File: src/hw/rtl/h3fp_pkg.sv
// Package with shared types, status codes and frame type helpers for the HTTP/3 frame parser.
`default_nettype none

package h3fp_pkg;

    localparam int unsigned VAL_W = 62;
    localparam int unsigned LEN_CFG_W = 32;
    localparam logic [LEN_CFG_W-1:0] MAX_KEPT_RESET = 32'd65536;

    localparam logic [2:0] ST_CONTINUE  = 3'd0;
    localparam logic [2:0] ST_DATA      = 3'd1;
    localparam logic [2:0] ST_KEPT      = 3'd2;
    localparam logic [2:0] ST_SKIPPED   = 3'd3;
    localparam logic [2:0] ST_RESERVED  = 3'd4;
    localparam logic [2:0] ST_TOO_LARGE = 3'd5;

    localparam logic [VAL_W-1:0] FT_DATA            = 62'h0;
    localparam logic [VAL_W-1:0] FT_HEADERS         = 62'h1;
    localparam logic [VAL_W-1:0] FT_H2_PRIORITY     = 62'h2;
    localparam logic [VAL_W-1:0] FT_CANCEL_PUSH     = 62'h3;
    localparam logic [VAL_W-1:0] FT_SETTINGS        = 62'h4;
    localparam logic [VAL_W-1:0] FT_PUSH_PROMISE    = 62'h5;
    localparam logic [VAL_W-1:0] FT_H2_PING         = 62'h6;
    localparam logic [VAL_W-1:0] FT_GOAWAY          = 62'h7;
    localparam logic [VAL_W-1:0] FT_H2_WINDOW       = 62'h8;
    localparam logic [VAL_W-1:0] FT_H2_CONTINUATION = 62'h9;
    localparam logic [VAL_W-1:0] FT_MAX_PUSH_ID     = 62'hd;
    localparam logic [VAL_W-1:0] FT_PRIO_UPDATE_REQ = 62'hf0700;
    localparam logic [VAL_W-1:0] FT_PRIO_UPDATE_PSH = 62'hf0701;

    typedef enum logic [3:0] {
        STG_TYPE    = 4'b0001,
        STG_LENGTH  = 4'b0010,
        STG_PAYLOAD = 4'b0100,
        STG_SKIP    = 4'b1000
    } stage_t;

    typedef struct packed {
        logic [2:0]       status;
        logic             byte_valid;
        logic [7:0]       payload_byte;
        logic             frame_end;
        logic [VAL_W-1:0] frame_kind;
        logic [VAL_W-1:0] frame_size;
    } result_t;

    typedef struct packed {
        logic    push;
        result_t rec;
    } q_wr_t;

    typedef struct packed {
        logic    avail;
        result_t rec;
    } q_rd_t;

    function automatic logic is_kept(input logic [VAL_W-1:0] t);
        return (t == FT_HEADERS) || (t == FT_CANCEL_PUSH) || (t == FT_SETTINGS) ||
               (t == FT_PUSH_PROMISE) || (t == FT_GOAWAY) || (t == FT_MAX_PUSH_ID) ||
               (t == FT_PRIO_UPDATE_REQ) || (t == FT_PRIO_UPDATE_PSH);
    endfunction

    function automatic logic is_reserved_h2(input logic [VAL_W-1:0] t);
        return (t == FT_H2_PRIORITY) || (t == FT_H2_PING) || (t == FT_H2_WINDOW) ||
               (t == FT_H2_CONTINUATION);
    endfunction

endpackage

`default_nettype wire

File: src/hw/rtl/http3_frame_stream_parser_top.sv
// Top level of the HTTP/3 frame stream parser.
//
// The s_ channel takes one stream byte per transaction. For every accepted byte the block
// returns exactly one result transaction on the m_ channel, in order: the status and
// byte-valid flag in m_tuser, the payload byte and the current frame type and length in
// m_tdata, and m_tlast on the byte that completes a frame.
// The cfg channel writes the largest allowed kept control frame length; it is always ready.
// The user must write it only while the block is idle; the block itself does not enforce this.
// An accepted byte's result is written into a small queue and then into the output register
// that drives m_tvalid. The block takes one byte per cycle while the queue is not full; the
// parser front end decodes each byte combinationally as it is accepted.
// Reset (aresetn low, synchronous) returns the parser to the frame type stage, clears any
// latched error and sets the length limit to 65536.
// When the receiver stalls, the output register holds its result, the queue fills, and
// s_tready drops once the queue is full; no byte is lost.
`default_nettype none

module http3_frame_stream_parser_top
    import h3fp_pkg::*;
#(
    parameter int unsigned QUEUE_DEPTH = 4
) (
    input  wire logic         aclk,
    input  wire logic         aresetn,
    input  wire logic         s_tvalid,
    output logic              s_tready,
    input  wire logic [7:0]   s_tdata,   // [7:0] in_byte
    output logic              m_tvalid,
    input  wire logic         m_tready,
    output logic [135:0]      m_tdata,   // [7:0] payload_byte, [69:8] frame_kind,
                                         // [131:70] frame_size, [135:132] zero
    output logic [3:0]        m_tuser,   // [2:0] status, [3] byte_valid
    output logic              m_tlast,
    input  wire logic         cfg_valid,
    output logic              cfg_ready,
    input  wire logic [31:0]  cfg_data
);

    q_wr_t   q_wr;
    q_rd_t   q_rd;
    logic    q_full;
    logic    pop;
    logic    fire;
    result_t out_rec;

    assign s_tready  = !q_full;
    assign fire      = s_tvalid && s_tready;
    assign cfg_ready = 1'b1;

    h3fp_front u_front (
        .aclk      (aclk),
        .aresetn   (aresetn),
        .fire      (fire),
        .in_byte   (s_tdata),
        .cfg_fire  (cfg_valid && cfg_ready),
        .cfg_value (cfg_data),
        .q_wr      (q_wr)
    );

    h3fp_queue #(
        .DEPTH (QUEUE_DEPTH)
    ) u_queue (
        .aclk    (aclk),
        .aresetn (aresetn),
        .q_wr    (q_wr),
        .pop     (pop),
        .full    (q_full),
        .q_rd    (q_rd)
    );

    h3fp_back u_back (
        .aclk      (aclk),
        .aresetn   (aresetn),
        .q_rd      (q_rd),
        .out_ready (m_tready),
        .pop       (pop),
        .out_valid (m_tvalid),
        .out_rec   (out_rec)
    );

    assign m_tdata = {4'd0, out_rec.frame_size, out_rec.frame_kind, out_rec.payload_byte};
    assign m_tuser = {out_rec.byte_valid, out_rec.status};
    assign m_tlast = out_rec.frame_end;

endmodule

`default_nettype wire

File: src/hw/rtl/h3fp_front.sv
// Front end: accepts stream bytes, decodes varints and frame state, and emits one result per byte.
`default_nettype none

module h3fp_front
    import h3fp_pkg::*;
(
    input  wire logic                 aclk,
    input  wire logic                 aresetn,
    input  wire logic                 fire,
    input  wire logic [7:0]           in_byte,
    input  wire logic                 cfg_fire,
    input  wire logic [LEN_CFG_W-1:0] cfg_value,
    output q_wr_t                     q_wr
);

    stage_t            stage_reg, stage_next;
    logic [VAL_W-1:0]  vval_reg, vval_next;
    logic [3:0]        vneed_reg, vneed_next;
    logic [3:0]        vcnt_reg, vcnt_next;
    logic [VAL_W-1:0]  type_reg, type_next;
    logic [VAL_W-1:0]  len_reg, len_next;
    logic [VAL_W-1:0]  left_reg, left_next;
    logic [2:0]        err_reg, err_next;
    logic [LEN_CFG_W-1:0] max_reg;

    logic              first;
    logic [3:0]        need;
    logic [3:0]        cnt_inc;
    logic [VAL_W-1:0]  val;
    logic              done;
    logic              keep;
    logic [VAL_W-1:0]  left_dec;
    result_t           rec;

    always_comb begin
        first    = (vcnt_reg == 4'd0);
        need     = first ? (4'd1 << in_byte[7:6]) : vneed_reg;
        val      = first ? {{(VAL_W-6){1'b0}}, in_byte[5:0]} : {vval_reg[VAL_W-9:0], in_byte};
        cnt_inc  = vcnt_reg + 4'd1;
        done     = (cnt_inc >= need);
        keep     = is_kept(type_reg);
        left_dec = left_reg - {{(VAL_W-1){1'b0}}, (left_reg != '0)};

        stage_next = stage_reg;
        vval_next  = vval_reg;
        vneed_next = vneed_reg;
        vcnt_next  = vcnt_reg;
        type_next  = type_reg;
        len_next   = len_reg;
        left_next  = left_reg;
        err_next   = err_reg;
        rec        = '0;
        rec.status = ST_CONTINUE;

        if (err_reg != ST_CONTINUE) begin
            rec.status = err_reg;
        end else begin
            if (stage_reg == STG_TYPE || stage_reg == STG_LENGTH) begin
                if (done) begin
                    vval_next  = '0;
                    vneed_next = 4'd0;
                    vcnt_next  = 4'd0;
                end else begin
                    vval_next  = val;
                    vneed_next = need;
                    vcnt_next  = cnt_inc;
                end
            end
            unique case (stage_reg)
                STG_TYPE: begin
                    if (done) begin
                        type_next = val;
                        len_next  = '0;
                        if (is_reserved_h2(val)) begin
                            err_next   = ST_RESERVED;
                            rec.status = ST_RESERVED;
                        end else begin
                            stage_next = STG_LENGTH;
                        end
                    end
                end
                STG_LENGTH: begin
                    if (done) begin
                        len_next  = val;
                        left_next = val;
                        if (keep && (val > {{(VAL_W-LEN_CFG_W){1'b0}}, max_reg})) begin
                            err_next   = ST_TOO_LARGE;
                            rec.status = ST_TOO_LARGE;
                        end else if (val == '0) begin
                            stage_next    = STG_TYPE;
                            rec.frame_end = 1'b1;
                            rec.status    = (type_reg == FT_DATA) ? ST_DATA :
                                            (keep ? ST_KEPT : ST_SKIPPED);
                        end else begin
                            stage_next = (keep || type_reg == FT_DATA) ? STG_PAYLOAD : STG_SKIP;
                        end
                    end
                end
                STG_PAYLOAD: begin
                    left_next        = left_dec;
                    rec.byte_valid   = 1'b1;
                    rec.payload_byte = in_byte;
                    rec.status       = (type_reg == FT_DATA) ? ST_DATA : ST_KEPT;
                    if (left_dec == '0) begin
                        rec.frame_end = 1'b1;
                        stage_next    = STG_TYPE;
                    end
                end
                STG_SKIP: begin
                    left_next = left_dec;
                    if (left_dec == '0) begin
                        rec.status    = ST_SKIPPED;
                        rec.frame_end = 1'b1;
                        stage_next    = STG_TYPE;
                    end
                end
                default: begin
                    stage_next = STG_TYPE;
                end
            endcase
        end

        rec.frame_kind = type_next;
        rec.frame_size = len_next;
        q_wr.push      = fire;
        q_wr.rec       = rec;
    end

    always_ff @(posedge aclk) begin
        if (!aresetn) begin
            stage_reg <= STG_TYPE;
            vval_reg  <= '0;
            vneed_reg <= 4'd0;
            vcnt_reg  <= 4'd0;
            type_reg  <= '0;
            len_reg   <= '0;
            left_reg  <= '0;
            err_reg   <= ST_CONTINUE;
        end else if (fire) begin
            stage_reg <= stage_next;
            vval_reg  <= vval_next;
            vneed_reg <= vneed_next;
            vcnt_reg  <= vcnt_next;
            type_reg  <= type_next;
            len_reg   <= len_next;
            left_reg  <= left_next;
            err_reg   <= err_next;
        end
    end

    always_ff @(posedge aclk) begin
        if (!aresetn) begin
            max_reg <= MAX_KEPT_RESET;
        end else if (cfg_fire) begin
            max_reg <= cfg_value;
        end
    end

endmodule

`default_nettype wire

File: src/hw/rtl/h3fp_queue.sv
// Short result queue between the parser front end and the output stage.
`default_nettype none

module h3fp_queue
    import h3fp_pkg::*;
#(
    parameter int unsigned DEPTH = 4
) (
    input  wire logic  aclk,
    input  wire logic  aresetn,
    input  wire q_wr_t q_wr,
    input  wire logic  pop,
    output logic       full,
    output q_rd_t      q_rd
);

    localparam int unsigned PTR_W = $clog2(DEPTH);
    localparam int unsigned CNT_W = $clog2(DEPTH + 1);
    localparam logic [PTR_W-1:0] LAST_PTR = PTR_W'(DEPTH - 1);
    localparam logic [CNT_W-1:0] FULL_CNT = CNT_W'(DEPTH);

    result_t           slots [DEPTH];
    logic [PTR_W-1:0]  wr_ptr_reg, wr_ptr_next;
    logic [PTR_W-1:0]  rd_ptr_reg, rd_ptr_next;
    logic [CNT_W-1:0]  cnt_reg, cnt_next;
    logic              do_push;
    logic              do_pop;

    always_comb begin
        full        = (cnt_reg == FULL_CNT);
        do_push     = q_wr.push && !full;
        do_pop      = pop && (cnt_reg != '0);
        wr_ptr_next = do_push ? ((wr_ptr_reg == LAST_PTR) ? '0 : wr_ptr_reg + PTR_W'(1)) : wr_ptr_reg;
        rd_ptr_next = do_pop ? ((rd_ptr_reg == LAST_PTR) ? '0 : rd_ptr_reg + PTR_W'(1)) : rd_ptr_reg;
        cnt_next    = cnt_reg + CNT_W'(do_push) - CNT_W'(do_pop);
        q_rd.avail  = (cnt_reg != '0);
        q_rd.rec    = slots[rd_ptr_reg];
    end

    always_ff @(posedge aclk) begin
        if (do_push) begin
            slots[wr_ptr_reg] <= q_wr.rec;
        end
    end

    always_ff @(posedge aclk) begin
        if (!aresetn) begin
            wr_ptr_reg <= '0;
            rd_ptr_reg <= '0;
            cnt_reg    <= '0;
        end else begin
            wr_ptr_reg <= wr_ptr_next;
            rd_ptr_reg <= rd_ptr_next;
            cnt_reg    <= cnt_next;
        end
    end

endmodule

`default_nettype wire

File: src/hw/rtl/h3fp_back.sv
// Output stage: takes results from the queue and holds them in the output register until taken.
`default_nettype none

module h3fp_back
    import h3fp_pkg::*;
(
    input  wire logic  aclk,
    input  wire logic  aresetn,
    input  wire q_rd_t q_rd,
    input  wire logic  out_ready,
    output logic       pop,
    output logic       out_valid,
    output result_t    out_rec
);

    logic    valid_reg, valid_next;
    result_t rec_reg;

    always_comb begin
        pop        = q_rd.avail && (!valid_reg || out_ready);
        valid_next = pop ? 1'b1 : (out_ready ? 1'b0 : valid_reg);
        out_valid  = valid_reg;
        out_rec    = rec_reg;
    end

    always_ff @(posedge aclk) begin
        if (!aresetn) begin
            valid_reg <= 1'b0;
        end else begin
            valid_reg <= valid_next;
        end
    end

    always_ff @(posedge aclk) begin
        if (pop) begin
            rec_reg <= q_rd.rec;
        end
    end

endmodule

`default_nettype wire

File: config.mk
export PLATFORM = sky130hd
export DESIGN_NAME = http3_frame_stream_parser_top
export DESIGN_NICKNAME = d
export VERILOG_FILES = /design/src/hw/rtl/h3fp_pkg.sv /design/src/hw/rtl/http3_frame_stream_parser_top.sv /design/src/hw/rtl/h3fp_front.sv /design/src/hw/rtl/h3fp_queue.sv /design/src/hw/rtl/h3fp_back.sv
export SDC_FILE = /design/constraint.sdc
export NUM_CORES = 1
export LEC_CHECK = 0
export ABC_AREA = 1
export BUFFER_PORTS_ARGS = -buffer_cell sky130_fd_sc_hd__buf_2
export CORE_ASPECT_RATIO = 1.4
export CORE_MARGIN = 1
export CORE_UTILIZATION = 50
export CTS_CLUSTER_SIZE = 16
export DETAILED_ROUTE_END_ITERATION = 12
export PLACE_DENSITY = 0.75
export SLEW_MARGIN = 0
export SYNTH_ARGS = -nofsm -noshare
export SYNTH_HDL_FRONTEND = slang
export SYNTH_HIERARCHICAL = 1
export SYNTH_SLANG_ARGS = --single-unit
File: constraint.sdc
create_clock -name aclk -period 30.2 [get_ports aclk]
set_input_delay 4.53 -clock aclk [delete_from_list [all_inputs] [get_ports aclk]]
set_output_delay 4.53 -clock aclk [all_outputs]
set_load 0.005 [all_outputs]
==> metrics <==
hold crit path type=reg2reg; YS warnings=6; worst-margin pin slew=around 1.1 ns; Sum Neg Setup Slack=0 ns; CP Capture Type=flip-flop; worst setup margin=~22 ns; DRC=0; MaxCap Viol Count=0; FP Rows=about 130; clock sinks=just under 1000; DRT iter0 DRCs=3142; Layout area overhead=11.5%; DIE HEIGHT=around 350 um; final-report hold violation count=0; DR pass1 iterations=6; Final Cycle Share=0.255; Synth area leader=edfxtp_1; Final Non-Filler Cells=5498; top-area cell type share of the netlist area=0.486; htree depth=3; via/cell ratio=5.80; status=completed; sequential share of the synthesized area=0.626; clock tree root driver cell=clkbuf_16; Gate Count Post-Synth=approximately 4300; most frequently used flop master after synthesis=edfxtp_1; design area=about 47000 um^2; slew margin rel.=0.235; clk_skew=0.0359 ns; P per Cell Area=about 130 nW/um^2; via count=~32000; fin. max-slew vios=0; Yosys cell types=between 50 and 60; routed len/inst=around 21 um; CP Class=in2reg; clock slew at reported path FFs=0.06 ns; layout cell share with drive strength beyond 1=0.106; setup violators final=0; Tmin final=a little under 8 ns; PortBufs=around 180; I/O Pins=189; HPWL Detailed=72800 um; Hold Worst Slack=around 0.46 ns; vias in the first global route=roughly 30000; Crit Path Max Fanout=59; startpoint class of the critical path=input port; Max Freq=around 0.13 GHz; Yosys reg bits=981; clk buf depth=3; Most flops, register=u_queue/slots; RSZ-0062 raised after global routing=no; Post-synth ARST share=0; setup bufs post-CTS=0; nets=approximately 4400; Clk Latency, worst-skew pair=0.68 ns; worst-path cell chain=buf_2 > inv_1 > nand3_1 > o21ai_0 > inv_1 > ha_1 > inv_1 > nor2_1 > o21ai_0 > nand2_1 > a31oi_1 > inv_2 > nor2_1 > nor2_2 > buf_4 > inv_2 > buf_4 > a31oi_1 > a221oi_1; pre-CTS setup slack=21.91 ns; Fillers=about 7000; CP arrival=8.27 ns; Final GP Congestion=between 0.9 and 1; maximum vdd ir drop=between 0.00009 and 0.0001 V; synth top area cells=edfxtp_1 49%, dfxtp_1 14%, nor2_1 5.6%; CTS Hold Buffers Added=0; Final ANT Viol Nets=0; Die X=around 250 um; data required time of the worst path=30.76 ns; CTS buffer count=92; most frequent cell on the critical path=inv_1; Post-CTS Resized=0; max reg flops=roughly 550; drt total wl=114000 um; CTS tree=yes; Syn Std Cell Area=around 42000 um^2; first-pass GRT wire length=between 150000 and 200000 um; initial antenna violation count=1; largest net degree at the start of global routing=around 180; Initial Utilization=0.508; slowest stage delay, CP=~0.57 ns; Post-synth EDFFs=a little under 700; antenna fix cells=0; Inst Count DP=around 5300; Leak=~19 nW; Worst path slowest cell=buf_4; grt ovf=0; die area=roughly 86000 um^2; placed instance area=roughly 44000 um^2; Core Box Area=between 80000 and 90000 um^2; GRT Util Overall=0.263; synthesized area per cell=9.94 um^2
==> cells by family (layout without fill, tap and decap cells) <==
kind of cell | after synthesis | after routing | synth area share
AND/OR/NAND/NOR | 1371 | 1371 | 0.138
AO/OA/AOI/OAI | 1103 | 1103 | 0.145
flip-flops | 981 | 981 | 0.626
buffers and inverters | 736 | 895 | 0.0727
adder cells (fa/ha/maj) | 48 | 48 | 0.0144
XOR/XNOR | 16 | 16 | 0.00349
other | 2 | 5 | 0.000178
==> power breakdown <==
| part | switching (mW) | leakage [nW] | internal [mW] |
|---|---|---|---|
| Sequential | 0.120 | 8.89 | 1.90 |
| Clock | 0.517 | 1.67 | 0.767 |
| Combinational | 1.96 | 8.13 | 0.730 |
| Total | 2.60 | 18.7 | 3.40 |
==> Yosys cell counts, types with 47 or more instances <==
master / n
ha_1: 47
nand3_1: 89
o21ai_0: 410
nor2_1: 635
o22ai_1: 181
edfxtp_1: 685
o21ai_1: 135
clkbuf_1: 151
inv_1: 491
nand2_1: 477
dfxtp_1: 296
nand4_1: 59
a22oi_1: 53
a21oi_1: 232
==> path summary, 6_finish.rpt <==
kind | end | startpoint | slack [ns] | depth (start not counted)
hold reg to reg | u_front/max_reg[5] | u_front/max_reg[5] | 0.46 | 2
setup reg to reg | u_front/left_reg[57] | u_front/vcnt_reg[0] | 25.21 | 18
hold / removal | u_front/max_reg[5] | u_front/max_reg[5] | 0.46 | 2
setup / recovery | u_front/left_reg[57] | s_tdata[7] | 22.49 | 19
==> cells in the final DEF (no fill, tap or decap), types with 5 or more instances in the layout <==
cell / n
clkinv_1: 5
clkbuf_1: 9
nand2_2: 16
ha_1: 47
o22ai_1: 181
o21ai_0: 410
xor2_1: 14
o21bai_1: 5
a211oi_1: 19
a221oi_1: 22
inv_2: 10
nor3_1: 29
clkinvlp_4: 7
clkbuf_16: 95
conb_1: 5
a21oi_1: 231
buf_2: 183
clkinv_2: 21
bufinv_16: 20
buf_4: 35
inv_1: 489
nor2_4: 19
nand3_1: 88
edfxtp_1: 685
nor2_2: 21
o32ai_1: 18
a31oi_1: 13
nor4_1: 8
nand4_1: 59
nor2_1: 630
clkbuf_8: 5
o211ai_1: 8
dfxtp_1: 294
nor2_8: 5
a22oi_1: 53
o21ai_1: 135
nand2_1: 476
==> cell type report <==
| class | count | area [um^2] | area share |
|---|---|---|---|
| timing repair buffer | 218 | 1180 | 0.0250 |
| multi-input combinational | 2543 | 12800 | 0.272 |
| clock buffer | 109 | 2480 | 0.0526 |
| inverter | 504 | 1910 | 0.0405 |
| tap | 1079 | 1350 | 0.0286 |
| clock inverter | 64 | 933 | 0.0198 |
| sequential | 981 | 26500 | 0.562 |
==> critical path: cells and delay by family <==
family,cells,cell delay [ns]
buffers and inverters,8,1.73
AO/OA/AOI/OAI,5,1.21
AND/OR/NAND/NOR,5,0.40
adder cells (fa/ha/maj),1,0.30
==> through the flow <==
stage | util | total power [mW]
final | 0.566 | 6.00
after global routing | 0.566 | 6.33
after CTS | 0.566 | 5.99
after detailed placement | 0.525 | 4.70
after global placement | 0.525 | 4.65
after floorplan | - | 3.88
==> metal layers <==
metal / GRT usage / wire length, um / up-vias
met2: 0.435 / 55300 / 1532
met3: 0.0411 / 9710 / 283
met5: 0 / 0 / -
met1: 0.340 / 44300 / 15226
met4: 0.117 / 5060 / 0
li1: - / - / 14855
(Power assumes the default switching activity.)
